$ cat config.mk
export PLATFORM = sky130hd
export DESIGN_NAME = aabb_pair_collision_table_top
export DESIGN_NICKNAME = d
export VERILOG_FILES = /design/src/rtl/core/apct_pkg.sv /design/src/rtl/core/apct_ctrl.sv /design/src/rtl/core/apct_dpath.sv /design/src/rtl/core/aabb_pair_collision_table_top.sv
export SDC_FILE = /design/constraint.sdc
export NUM_CORES = 1
export LEC_CHECK = 0
export BUFFER_PORTS_ARGS = -buffer_cell sky130_fd_sc_hd__buf_2
export CORE_ASPECT_RATIO = 1.25
export CORE_UTILIZATION = 43
export CTS_BUF_LIST = sky130_fd_sc_hd__clkbuf_4 sky130_fd_sc_hd__clkbuf_8 sky130_fd_sc_hd__clkbuf_16
export DETAILED_ROUTE_END_ITERATION = 16
export GPL_TIMING_DRIVEN = 0
export REMOVE_ABC_BUFFERS = 1
export SLEW_MARGIN = 10
export SYNTH_ARGS = -nofsm -noshare
export SYNTH_HDL_FRONTEND = slang
export SYNTH_SLANG_ARGS = --single-unit
export TNS_END_PERCENT = 10
$ cat constraint.sdc
create_clock -name clk -period 9.28 [get_ports clk]
set_clock_uncertainty 0.05 [all_clocks]
set_input_delay 0.464 -clock clk [delete_from_list [all_inputs] [get_ports clk]]
set_output_delay 0.464 -clock clk [all_outputs]
set_load 0.05 [all_outputs]
$ cat src/rtl/core/apct_pkg.sv
`timescale 1ns / 1ps
package apct_pkg;

  localparam int NUM_SLOTS = 8;
  localparam int IDX_W     = $clog2(NUM_SLOTS);
  localparam int SLOT_W    = 3;
  localparam int KIND_W    = 3;
  localparam int MASK_W    = 64;

  typedef enum logic [1:0] {
    REQ_ADD    = 2'd0,
    REQ_REMOVE = 2'd1,
    REQ_SCAN   = 2'd2,
    REQ_CLEAR  = 2'd3
  } req_t;

  typedef enum logic [2:0] {
    RK_ADDED   = 3'd0,
    RK_FULL    = 3'd1,
    RK_REMOVED = 3'd2,
    RK_NOTICE  = 3'd3,
    RK_DONE    = 3'd4,
    RK_CLEARED = 3'd5
  } reply_t;

  typedef enum logic [1:0] {
    ST_IDLE,
    ST_SCAN,
    ST_SCAN_LAST,
    ST_SCAN_DONE
  } state_t;

  typedef struct packed {
    logic             do_add;
    logic             do_remove;
    logic             do_clear;
    logic             rd_en;
    logic             rd_valid;
    logic [IDX_W-1:0] rd_i;
    logic [IDX_W-1:0] rd_k;
    logic             emit;
    reply_t           kind;
    logic             swap;
    logic             last;
  } dp_cmd_t;

  typedef struct packed {
    logic full;
    logic hit_ik;
    logic hit_ki;
  } dp_stat_t;

endpackage

$ cat src/rtl/core/apct_ctrl.sv
`timescale 1ns / 1ps
module apct_ctrl (
  input  logic               clk,
  input  logic               rst,
  input  logic               start,
  input  logic [1:0]         req_type,
  input  apct_pkg::dp_stat_t stat,
  output apct_pkg::dp_cmd_t  cmd,
  output logic               busy
);
  import apct_pkg::*;

  state_t           state, state_next;
  logic [IDX_W-1:0] pi, pi_next;
  logic [IDX_W-1:0] pk, pk_next;
  logic             second, second_next;
  logic             hold;
  logic             last_pair;

  always_ff @(posedge clk) begin
    if (rst) begin
      state  <= ST_IDLE;
      pi     <= '0;
      pk     <= '0;
      second <= 1'b0;
    end else begin
      state  <= state_next;
      pi     <= pi_next;
      pk     <= pk_next;
      second <= second_next;
    end
  end

  assign busy = (state != ST_IDLE);

  // both notices of one pair pending: hold the read stage
  assign hold      = stat.hit_ik & stat.hit_ki & ~second;
  assign last_pair = (pi == IDX_W'(NUM_SLOTS - 2)) && (pk == IDX_W'(NUM_SLOTS - 1));

  always_comb begin
    state_next  = state;
    pi_next     = pi;
    pk_next     = pk;
    second_next = second;
    cmd         = '0;
    cmd.kind    = RK_ADDED;
    cmd.rd_en   = 1'b1;
    unique case (state)
      ST_IDLE: begin
        if (start) begin
          unique case (req_t'(req_type))
            REQ_ADD: begin
              cmd.emit = 1'b1;
              cmd.last = 1'b1;
              if (stat.full) begin
                cmd.kind = RK_FULL;
              end else begin
                cmd.do_add = 1'b1;
                cmd.kind   = RK_ADDED;
              end
            end
            REQ_REMOVE: begin
              cmd.do_remove = 1'b1;
              cmd.emit      = 1'b1;
              cmd.last      = 1'b1;
              cmd.kind      = RK_REMOVED;
            end
            REQ_SCAN: begin
              state_next  = ST_SCAN;
              pi_next     = '0;
              pk_next     = IDX_W'(1);
              second_next = 1'b0;
            end
            REQ_CLEAR: begin
              cmd.do_clear = 1'b1;
              cmd.emit     = 1'b1;
              cmd.last     = 1'b1;
              cmd.kind     = RK_CLEARED;
            end
          endcase
        end
      end
      ST_SCAN, ST_SCAN_LAST: begin
        cmd.kind = RK_NOTICE;
        if (second) begin
          cmd.emit    = 1'b1;
          cmd.swap    = 1'b1;
          second_next = 1'b0;
        end else if (stat.hit_ik) begin
          cmd.emit    = 1'b1;
          second_next = stat.hit_ki;
        end else if (stat.hit_ki) begin
          cmd.emit = 1'b1;
          cmd.swap = 1'b1;
        end
        cmd.rd_en = ~hold;
        if (state == ST_SCAN) begin
          cmd.rd_valid = 1'b1;
          cmd.rd_i     = pi;
          cmd.rd_k     = pk;
          if (!hold) begin
            if (last_pair) begin
              state_next = ST_SCAN_LAST;
            end else if (pk == IDX_W'(NUM_SLOTS - 1)) begin
              pi_next = pi + IDX_W'(1);
              pk_next = pi + IDX_W'(2);
            end else begin
              pk_next = pk + IDX_W'(1);
            end
          end
        end else if (!hold) begin
          state_next = ST_SCAN_DONE;
        end
      end
      ST_SCAN_DONE: begin
        cmd.emit   = 1'b1;
        cmd.last   = 1'b1;
        cmd.kind   = RK_DONE;
        state_next = ST_IDLE;
      end
    endcase
  end

endmodule

$ cat src/rtl/core/apct_dpath.sv
`timescale 1ns / 1ps
module apct_dpath (
  input  logic                      clk,
  input  logic                      rst,
  input  apct_pkg::dp_cmd_t         cmd,
  output apct_pkg::dp_stat_t        stat,
  input  logic [2:0]                slot_sel,
  input  logic signed [15:0]        box_x,
  input  logic signed [15:0]        box_y,
  input  logic [14:0]               box_w,
  input  logic [14:0]               box_h,
  input  logic [2:0]                box_kind,
  input  logic                      wants_notify,
  input  logic                      cfg_we,
  input  logic [apct_pkg::MASK_W-1:0] cfg_wdata,
  output logic                      reply_valid,
  output logic [2:0]                reply_kind,
  output logic [2:0]                owner_slot,
  output logic [2:0]                other_slot,
  output logic                      last
);
  import apct_pkg::*;

  typedef struct packed {
    logic [14:0]        h;
    logic [14:0]        w;
    logic signed [15:0] y;
    logic signed [15:0] x;
  } box_t;

  function automatic logic boxes_overlap(box_t a, box_t b);
    logic signed [16:0] ax, ay, bx, by, ax_end, ay_end, bx_end, by_end;
    ax     = {a.x[15], a.x};
    ay     = {a.y[15], a.y};
    bx     = {b.x[15], b.x};
    by     = {b.y[15], b.y};
    ax_end = ax + $signed({2'b00, a.w});
    ay_end = ay + $signed({2'b00, a.h});
    bx_end = bx + $signed({2'b00, b.w});
    by_end = by + $signed({2'b00, b.h});
    return (ax < bx_end) && (ax_end > bx) && (ay < by_end) && (ay_end > by);
  endfunction

  box_t                slot_box    [NUM_SLOTS];
  logic [KIND_W-1:0]   slot_kind   [NUM_SLOTS];
  logic                slot_notify [NUM_SLOTS];
  logic [NUM_SLOTS-1:0] slot_used;
  logic [MASK_W-1:0]   notify_mask;

  logic [IDX_W-1:0]    free_idx;
  logic                sel_ok;

  box_t                box_a, box_b;
  logic [KIND_W-1:0]   kind_a, kind_b;
  logic                ntf_a, ntf_b;
  logic [IDX_W-1:0]    ev_i, ev_k;
  logic                ev_valid;
  logic                ovl;

  logic [SLOT_W-1:0]   owner_d, other_d;

  // lowest free slot
  always_comb begin
    free_idx = '0;
    for (int s = NUM_SLOTS - 1; s >= 0; s--) begin
      if (!slot_used[s]) free_idx = IDX_W'(s);
    end
  end

  assign sel_ok    = ({1'b0, slot_sel} < 4'(NUM_SLOTS));
  assign stat.full = &slot_used;

  always_ff @(posedge clk) begin
    if (rst) begin
      slot_used   <= '0;
      notify_mask <= '0;
    end else begin
      if (cfg_we) notify_mask <= cfg_wdata;
      if (cmd.do_clear) begin
        slot_used <= '0;
      end else if (cmd.do_add) begin
        slot_used[free_idx] <= 1'b1;
      end else if (cmd.do_remove && sel_ok) begin
        slot_used[slot_sel[IDX_W-1:0]] <= 1'b0;
      end
    end
  end

  // slot table: one write port, two registered read ports
  always_ff @(posedge clk) begin
    if (cmd.do_add) begin
      slot_box[free_idx]    <= '{h: box_h, w: box_w, y: box_y, x: box_x};
      slot_kind[free_idx]   <= box_kind;
      slot_notify[free_idx] <= wants_notify;
    end
    if (cmd.rd_en) begin
      box_a  <= slot_box[cmd.rd_i];
      box_b  <= slot_box[cmd.rd_k];
      kind_a <= slot_kind[cmd.rd_i];
      kind_b <= slot_kind[cmd.rd_k];
      ntf_a  <= slot_notify[cmd.rd_i];
      ntf_b  <= slot_notify[cmd.rd_k];
      ev_i   <= cmd.rd_i;
      ev_k   <= cmd.rd_k;
    end
  end

  always_ff @(posedge clk) begin
    if (rst) begin
      ev_valid <= 1'b0;
    end else if (cmd.rd_en) begin
      ev_valid <= cmd.rd_valid & slot_used[cmd.rd_i] & slot_used[cmd.rd_k];
    end
  end

  assign ovl         = boxes_overlap(box_a, box_b);
  assign stat.hit_ik = ev_valid & ovl & ntf_a & notify_mask[{kind_a, kind_b}];
  assign stat.hit_ki = ev_valid & ovl & ntf_b & notify_mask[{kind_b, kind_a}];

  always_comb begin
    owner_d = '0;
    other_d = '0;
    unique case (cmd.kind)
      RK_ADDED:   owner_d = SLOT_W'(free_idx);
      RK_REMOVED: owner_d = slot_sel;
      RK_NOTICE: begin
        owner_d = cmd.swap ? SLOT_W'(ev_k) : SLOT_W'(ev_i);
        other_d = cmd.swap ? SLOT_W'(ev_i) : SLOT_W'(ev_k);
      end
      RK_FULL, RK_DONE, RK_CLEARED: begin
        owner_d = '0;
      end
    endcase
  end

  always_ff @(posedge clk) begin
    if (rst) begin
      reply_valid <= 1'b0;
    end else begin
      reply_valid <= cmd.emit;
    end
  end

  always_ff @(posedge clk) begin
    reply_kind <= cmd.kind;
    owner_slot <= owner_d;
    other_slot <= other_d;
    last       <= cmd.last;
  end

endmodule

$ cat src/rtl/core/aabb_pair_collision_table_top.sv
`timescale 1ns / 1ps
// channel   ports                                               handshake
// request   req_type slot_sel box_x box_y box_w box_h            start & !busy
//           box_kind wants_notify
// reply     reply_kind owner_slot other_slot last                reply_valid, one cycle
// config    cfg_wdata (notify_mask)                              cfg_we
//
// add, remove and clear are done while idle; the reply shows the next cycle and busy stays low.
// a scan walks all slot pairs through the table's two read ports, one pair a cycle, except that
// a pair that notifies both ways holds the read stage while its second notice is sent.
// rst is synchronous: table empty, notify_mask zero, no reply pending.
// the reply side cannot stall; every reply is shown for exactly one cycle.
module aabb_pair_collision_table_top (
  input  logic                        clk,
  input  logic                        rst,
  input  logic                        start,
  output logic                        busy,
  input  logic [1:0]                  req_type,
  input  logic [2:0]                  slot_sel,
  input  logic signed [15:0]          box_x,
  input  logic signed [15:0]          box_y,
  input  logic [14:0]                 box_w,
  input  logic [14:0]                 box_h,
  input  logic [2:0]                  box_kind,
  input  logic                        wants_notify,
  input  logic                        cfg_we,
  input  logic [apct_pkg::MASK_W-1:0] cfg_wdata,
  output logic                        reply_valid,
  output logic [2:0]                  reply_kind,
  output logic [2:0]                  owner_slot,
  output logic [2:0]                  other_slot,
  output logic                        last
);
  import apct_pkg::*;

  dp_cmd_t  cmd;
  dp_stat_t stat;

  apct_ctrl u_ctrl (
    .clk      (clk),
    .rst      (rst),
    .start    (start),
    .req_type (req_type),
    .stat     (stat),
    .cmd      (cmd),
    .busy     (busy)
  );

  apct_dpath u_dpath (
    .clk          (clk),
    .rst          (rst),
    .cmd          (cmd),
    .stat         (stat),
    .slot_sel     (slot_sel),
    .box_x        (box_x),
    .box_y        (box_y),
    .box_w        (box_w),
    .box_h        (box_h),
    .box_kind     (box_kind),
    .wants_notify (wants_notify),
    .cfg_we       (cfg_we),
    .cfg_wdata    (cfg_wdata),
    .reply_valid  (reply_valid),
    .reply_kind   (reply_kind),
    .owner_slot   (owner_slot),
    .other_slot   (other_slot),
    .last         (last)
  );

endmodule

==> summary.txt, run 1 <==
Logic synthesis
  – Share of the synthesized area in the top cell type: 53.4%
  – Yosys reg bits: about 760
  – Cell area after synthesis: 0.0374 mm²
  – YS warnings: 0
  – Number of enable flip-flop cells after synthesis: 666
  – Area leader, netlist: edfxtp_1
  – Async S/R FF share, synth: 0%
  – Syn avg cell area: 11.2 µm²
  – Synth Flop Type: edfxtp_1
  – Post-synth cell types: 72
  – Mapped Cells: 3338
  – Post-synthesis sequential area ratio: about three fifths
  – Ranking of synthesized cells by area: edfxtp_1 (53%), o221ai_1 (6.2%), nand2_1 (6.0%), dfxtp_1 (5.0%), ha_1 (4.5%)

Route
  – Initial DRC count: around 2800
  – Post-DRT Antenna Nets: 0
  – Routed vias/inst: 6.06
  – WL per Instance: ~22 µm
  – Pre-antenna DRT Iters: 6
  – Final wirelength: 104000 µm
  – Detailed-route DRC error count: 0
  – Vias: 28000

Final layout
  – Ratio of cells with drive above 1 in the final layout: approximately 11%
  – Final net count: approximately 3700
  – Commonest non-fill, non-tap cell in the layout: edfxtp_1
  – Most frequent cells in the layout: edfxtp_1 (666), nand2_1 (593), nand3_1 (300)
  – Layout fillers: 7577
  – Layout area overhead: 14.0%

Global routing
  – GRT Resource Usage Total: 23.0%
  – First-pass GRT wire length: 157000 µm
  – Vias in the first global route: between 20000 and 30000
  – Initial antenna violation count: 17
  – GR Overflow Total: 0
  – Largest net degree at the start of global routing: ~120

Pwr
  – Leakage power: 15.4 nW
  – Pint: 6.21 mW
  – Clock power share: about two fifths
  – Sequential Power Share: 46.7%
  – Net Switching: 2.14 mW
  – Sw frac: 25.7%
  – Comb pwr share: 14.2%
  – Max IR drop VDD: 127 µV
  – Pwr dens: 196 mW/mm²

STA
  – Final setup margin: 2500 ps
  – Final Critical Period: a little under 7000 ps
  – Worst hold margin: 25.8 ps
  – Slew HR: between 20% and 30%
  – Unrepaired setup endpoints after global routing: false
  – Tightest Pin Transition: 1080 ps
  – Final worst-path cycle share: between 70% and 80%
  – Max frequency: 147 MHz
  – Slew Viols, Final: 0
  – Endpoints failing setup: 0
  – Final Hold Viols: 0

Floorplanning
  – Core area: around 0.086 mm²
  – Initial core utilization: 43.6%
  – Die area: 0.0882 mm²
  – Die X: roughly 270 µm
  – Die Y: 332 µm
  – # IOs: 151
  – # rows: 120

Clock network
  – Later-pin clock latency in the skew report: between 600 and 700 ps
  – H-tree levels: 3
  – CTS root buf: clkbuf_16
  – Clock slew at reported path FFs: 70 ps
  – CTS tree: done
  – TritonCTS buffer count: 78
  – Maximum clock insertion buffer count: 3
  – Sink Count: ~760

Critical path
  – Worst-path maximum fanout: between 50 and 60
  – Critical Path RT: 9560 ps
  – Startpoint types: flip-flop
  – Worst setup EP type: flip-flop
  – WP data arrival: a little over 7000 ps
  – Critical path type: flip-flop to flip-flop

Placement
  – Place WS: 2460 ps
  – GPL Wtd Cong: 0.826
  – IO Port Bufs: 150
  – DP HPWL: 60800 µm

Job
  – Max capacitance violation total: 0

Min path
  – Hold Crit Class: input pin to flip-flop

Outcome
  – Status: finished clean
-- sequential cells by signal, indices dropped and copies added (netlist names), 2 cells and up --
signal               count
u_ctrl.pk                3
u_dpath.slot_used        8
u_dpath.kind_a           3
u_dpath.notify_mask     64
u_dpath.other_slot       3
u_dpath.kind_b           3
u_dpath.reply_kind       3
u_ctrl.pi                3
u_dpath.box_a           62
u_dpath.ev_i             3
u_dpath.owner_slot       3
u_dpath.slot_kind       24
u_dpath.slot_notify      8
u_ctrl.state             2
u_dpath.box_b           62
u_dpath.ev_k             3
u_dpath.slot_box       496
-- routing by layer --
metal | vias to the layer above | wire [µm] | part of all wire [%] | GRT usage (%)
met2 | 1109 | 50000 | 48 | 38.0
met3 | 210 | 7450 | 7.2 | 3.75
met5 | - | 146 | 0.14 | 0
li1 | 12900 | - | - | -
met1 | 13800 | 43900 | 42 | 30.4
met4 | 24 | 2500 | 2.4 | 8.08
-- cell type report --
class	instances	area (µm²)	share of cell area (%)
clock inverters	56	592	1.39
inverters	93	414	0.970
diodes	2	5.00	0.0117
multi-input cells	2248	14300	33.6
well taps	1159	1450	3.40
clock buffers	89	2090	4.89
repair buffers	215	1920	4.50
flip-flops and latches	759	21900	51.2
-- power by group through the flow --
stage               sequential (mW)  clock (mW)  combinational [mW]
floorplan                      3.97           0               0.759
global placement               3.98           0                1.13
detailed placement             3.98           0                1.16
CTS                            3.90        3.32                1.18
global route                   3.91        3.45                1.31
finish                         3.90        3.27                1.18
-- stage by stage --
step,power (mW),TNS (ps),std cells,area [µm²],utilization [%]
4_1_cts,8.40,0,4618,42600,49.7
3_3_place_gp,5.11,-1910390,4409,38700,45.1
3_5_place_dp,5.14,0,4454,39800,46.3
5_1_grt,8.68,0,4621,42700,49.7
2_1_floorplan,4.73,-4670,3100,36500,-
6_report,8.35,0,4621,42700,49.7
-- repair_timing --
item / CTS / global route
resized for setup: 0 / 0
endpoints found under the setup margin: 0 / 0
hold buffers: 19 / 0
endpoints found under the hold margin: 26 / 0
buffers inserted: 0 / 0
-- synthesized netlist by cell type, drive strengths merged (14+ instances only) --
master and instances:
edfxtp 666, nand2 597, nand3 300, o221ai 266, a21oi 193, clkbuf 190, a31oi 149, ha 136
nor2 132, dfxtp 93, inv 92, mux2i 85, buf 48, o21ai 43, xnor2 34, mux4 28
nand2b 22, nor2b 21, nor3 20, a211oi 16, or3 14
-- worst max-delay path, cell delays in order (launching register included) --
cell and delay [ps]:
edfxtp_1 420, ha_1 250, fa_1 410, a21o_1 180, a21oi_1 240, o21bai_1 130, a31oi_1 340, o211ai_1 200
and2_1 200, a41oi_1 250, o31ai_1 130, ha_1 300, a21o_1 180, a2111oi_0 800, o221ai_1 280, or3_1 390
nor4_2 510, nand3_1 140, or3_4 670, buf_16 320
-- kinds of logic (layout without fill, tap and decap cells) --
kind of cell,count (synthesis),after routing,synth area share [%]
and+or+nand+nor,1176,1176,13.9
AOI/OAI and AO/OA,773,773,14.5
DFF,759,759,58.4
buffers and inverters,331,453,3.37
adders and majority gates,140,140,4.76
muxes,114,114,3.99
xor gates and xnor gates,45,45,1.05
other,0,2,0
-- path summary, 6_finish.rpt --
| check | start | endpoint | slack [ps] | cells past startpoint |
|---|---|---|---|---|
| hold reg to reg | u_ctrl.pk[1]$_SDFFE_PP0P_ | u_ctrl.pk[1]$_SDFFE_PP0P_ | 440 | 2 |
| hold / removal | cfg_wdata[57] | u_dpath.notify_mask[57]$_SDFFE_PP0P_ | 30 | 3 |
| setup / recovery | u_dpath.box_b[0]$_DFFE_PP_ | u_dpath.box_a[43]$_DFFE_PP_ | 2500 | 19 |
| setup reg to reg | u_dpath.box_b[0]$_DFFE_PP_ | u_dpath.box_a[43]$_DFFE_PP_ | 2500 | 19 |
Note: power is estimated with default switching activity, not from simulation.
==> run 2: changes to the inputs <==
clock period = 5.7 ns   (was 9.28 ns; I/O delays follow)
==> run 2 against run 1 <==
Effect of this change: global-route usage grew 0.57 points; sequential power grew 63%; largest cell class unchanged; largest power group unchanged; power increased by 65%.
==> summary.txt, run 2 (synthesized netlist as in run 1, its figures left out) <==
Global routing
  – GR Overflow Total: 0 (unchanged)
  – Vias in the first global route: 28300 (+3.0%)
  – Initial antenna violation count: 8 (-9)
  – First-pass GRT wire length: 161000 µm (+2.5%)
  – Largest net degree at the start of global routing: 116 (unchanged)
  – GRT Resource Usage Total: 23.6% (+0.57 points)

Final layout
  – Most frequent cells in the layout: edfxtp_1 (666), nand2_1 (593), nand3_1 (299)
  – Layout fillers: 7433 (-1.9%)
  – Commonest non-fill, non-tap cell in the layout: edfxtp_1
  – Final net count: 3821 (+4.0%)
  – Finished Core Util: 51.6% (+2.0 points)
  – Final instance area: 0.0444 mm² (+3.9%)
  – Layout area overhead: 18.5%
  – Seq. cell area: 0.0219 mm² (unchanged)
  – Area of the multi-input gates: 0.0145 mm² (+1.2%)
  – Biggest register: u_dpath.slot_box
  – Ratio of cells with drive above 1 in the final layout: 11.9% (+0.71 points)
  – Largest regs: u_dpath.slot_box x496, u_dpath.notify_mask x64
  – Number of flip-flops in the largest register: 496 (unchanged)

Critical path
  – Critical path type: flip-flop to flip-flop
  – R2R cell count: 20 (+1)
  – Critical Path RT: 6010 ps (-3550 ps)
  – Startpoint types: flip-flop
  – WP data arrival: 5910 ps (-1150 ps)
  – Worst-path maximum fanout: 22 (-63%)
  – Worst setup EP type: flip-flop

Clock network
  – Clock slew at reported path FFs: 60 ps (about the same)
  – H-tree levels: 3 (unchanged)
  – CTS root buf: clkbuf_16
  – Maximum clock insertion buffer count: 3 (unchanged)
  – CTS tree: done
  – Later-pin clock latency in the skew report: 630 ps (about the same)
  – TritonCTS buffer count: 78 (unchanged)
  – Sink Count: 759 (unchanged)

Pwr
  – Max IR drop VDD: 207 µV (+63%)
  – Net Switching: 3.56 mW (+66%)
  – Pwr dens: 310 mW/mm² (+59%)
  – Pint: 10.2 mW (+64%)
  – Sw frac: 25.9% (+0.23 points)
  – Leakage power: 16.1 nW (+4.6%)
  – Comb pwr share: 15.1% (+0.9 points)
  – Sequential Power Share: 46.1% (-0.6 points)
  – Pwr Total: 13.8 mW (+65%)
  – Clock power share: 38.7% (-0.5 points)

STA
  – Slew HR: 27.3% (-0.90 points)
  – Post-route setup TNS: 0 ps (unchanged)
  – Tightest Pin Transition: 1090 ps (+13.5 ps)
  – Unrepaired setup endpoints after global routing: true
  – Final Hold Viols: 0 (unchanged)
  – Slew Viols, Final: 0 (unchanged)
  – Endpoints failing setup: 0 (unchanged)
  – Max frequency: 178 MHz (+21%)
  – Worst hold margin: 90.9 ps (+65.1 ps)
  – Final Critical Period: 5610 ps (-1180 ps)
  – Final worst-path cycle share: 98.3% (+25 points)

Floorplanning
  – # IOs: 151 (unchanged)
  – Initial core utilization: 43.6% (unchanged)
  – Die X: 266 µm (unchanged)
  – Die area: 0.0882 mm² (unchanged)
  – Core area: 0.0859 mm² (unchanged)
  – Die Y: 332 µm (unchanged)
  – # rows: 120 (unchanged)

Placement
  – Placed Area: 0.0398 mm² (unchanged)
  – IO Port Bufs: 150 (unchanged)
  – GPL Wtd Cong: 0.826 (unchanged)
  – DP HPWL: 60800 µm (unchanged)

Route
  – Initial DRC count: 2923 (+2.9%)
  – Post-DRT Antenna Nets: 0 (unchanged)
  – Vias: 28800 (+2.8%)
  – WL per Instance: 22.5 µm (about the same)
  – Final wirelength: 107000 µm (+3.2%)
  – Detailed-route DRC error count: 0 (unchanged)
  – Pre-antenna DRT Iters: 5 (-1)
  – Routed vias/inst: 6.04 (-0.40%)

Min path
  – Worst hold stages: 5 (+2)
  – Hold Crit Class: input pin to flip-flop

Job
  – Max capacitance violation total: 0 (unchanged)

Outcome
  – Status: finished clean
run 2: cell types whose count changed in the layout (fill, tap and decap cells not counted), moves of 3 or more:
cell / delta
buf_4: +12
a21oi_1: -4
dlygate4sd3_1: +129
a2111oi_0: -3
a41oi_1: -4
a21oi_2: +4
a41oi_2: +4
run 2: power groups by stage:
stage / Clock (mW) / Combinational (mW) / Sequential [mW]
CTS: 5.40 / 2.04 / 6.36
floorplan: 0 / 1.24 / 6.47
finish: 5.33 / 2.08 / 6.35
global route: 5.62 / 2.30 / 6.37
detailed placement: 0 / 1.89 / 6.47
global placement: 0 / 1.83 / 6.48
run 2: final cells by class:
type	instances	share of cell area [%]
tap	1159	3.27
sequential	759	49.3
timing repair buffer	361	7.71
inverter	93	0.934
multi-input combinational	2249	32.7
antenna	3	0.0169
clock inverter	56	1.33
clock buffer	89	4.71
run 2: per-stage QoR:
step	worst slack (ps)	std cells
finish	94.8	4769
CTS	17.0	4753
floorplan	-3630	3100
global placement	-15760	4409
global route	-108	4769
detailed placement	-1120	4454
run 2: repair_timing:
action / CTS / global route
buffers inserted: 4 / 9
pin swaps: 5 / 20
resized for setup: 20 / 16
cloned: 2 / 3
endpoints found under the setup margin: 155 / 130
hold endpoints to repair: 595 / 0
hold buffers: 148 / 0
run 2: final timing paths:
check / from / end / slack [ps]
worst min register to register: u_ctrl.pk[1]$_SDFFE_PP0P_ / u_ctrl.pk[1]$_SDFFE_PP0P_ / 440
worst max-delay path: u_dpath.box_b[0]$_DFFE_PP_ / u_dpath.box_a[30]$_DFFE_PP_ / 90
worst max register to register: u_dpath.box_b[0]$_DFFE_PP_ / u_dpath.box_a[30]$_DFFE_PP_ / 90
worst min-delay path: req_type[1] / u_dpath.slot_used[0]$_SDFFE_PP0P_ / 90
run 2: worst max-delay path, stage by stage, from the launching register on:
cell	delay (ps)
edfxtp_1	430
ha_2	220
fa_2	370
a21o_1	200
a21oi_2	170
o21bai_2	120
a31oi_2	250
o211ai_1	150
and2_4	200
a41oi_2	220
o31ai_2	120
ha_1	320
a21o_1	190
a2111oi_4	450
o221ai_2	190
or3_4	410
nor4_4	130
buf_4	190
nand3_4	70
or3_4	570
clkbuf_16	290
run 2: layer usage:
metal	up-vias	wire [µm]	part of all wire [%]	global-route usage (%)
met3	202	7860	7.3	3.37
met5	-	68	0.063	0
met4	10	2850	2.7	8.51
met1	14200	45000	42	31.3
li1	13200	-	-	-
met2	1211	51500	48	39.1
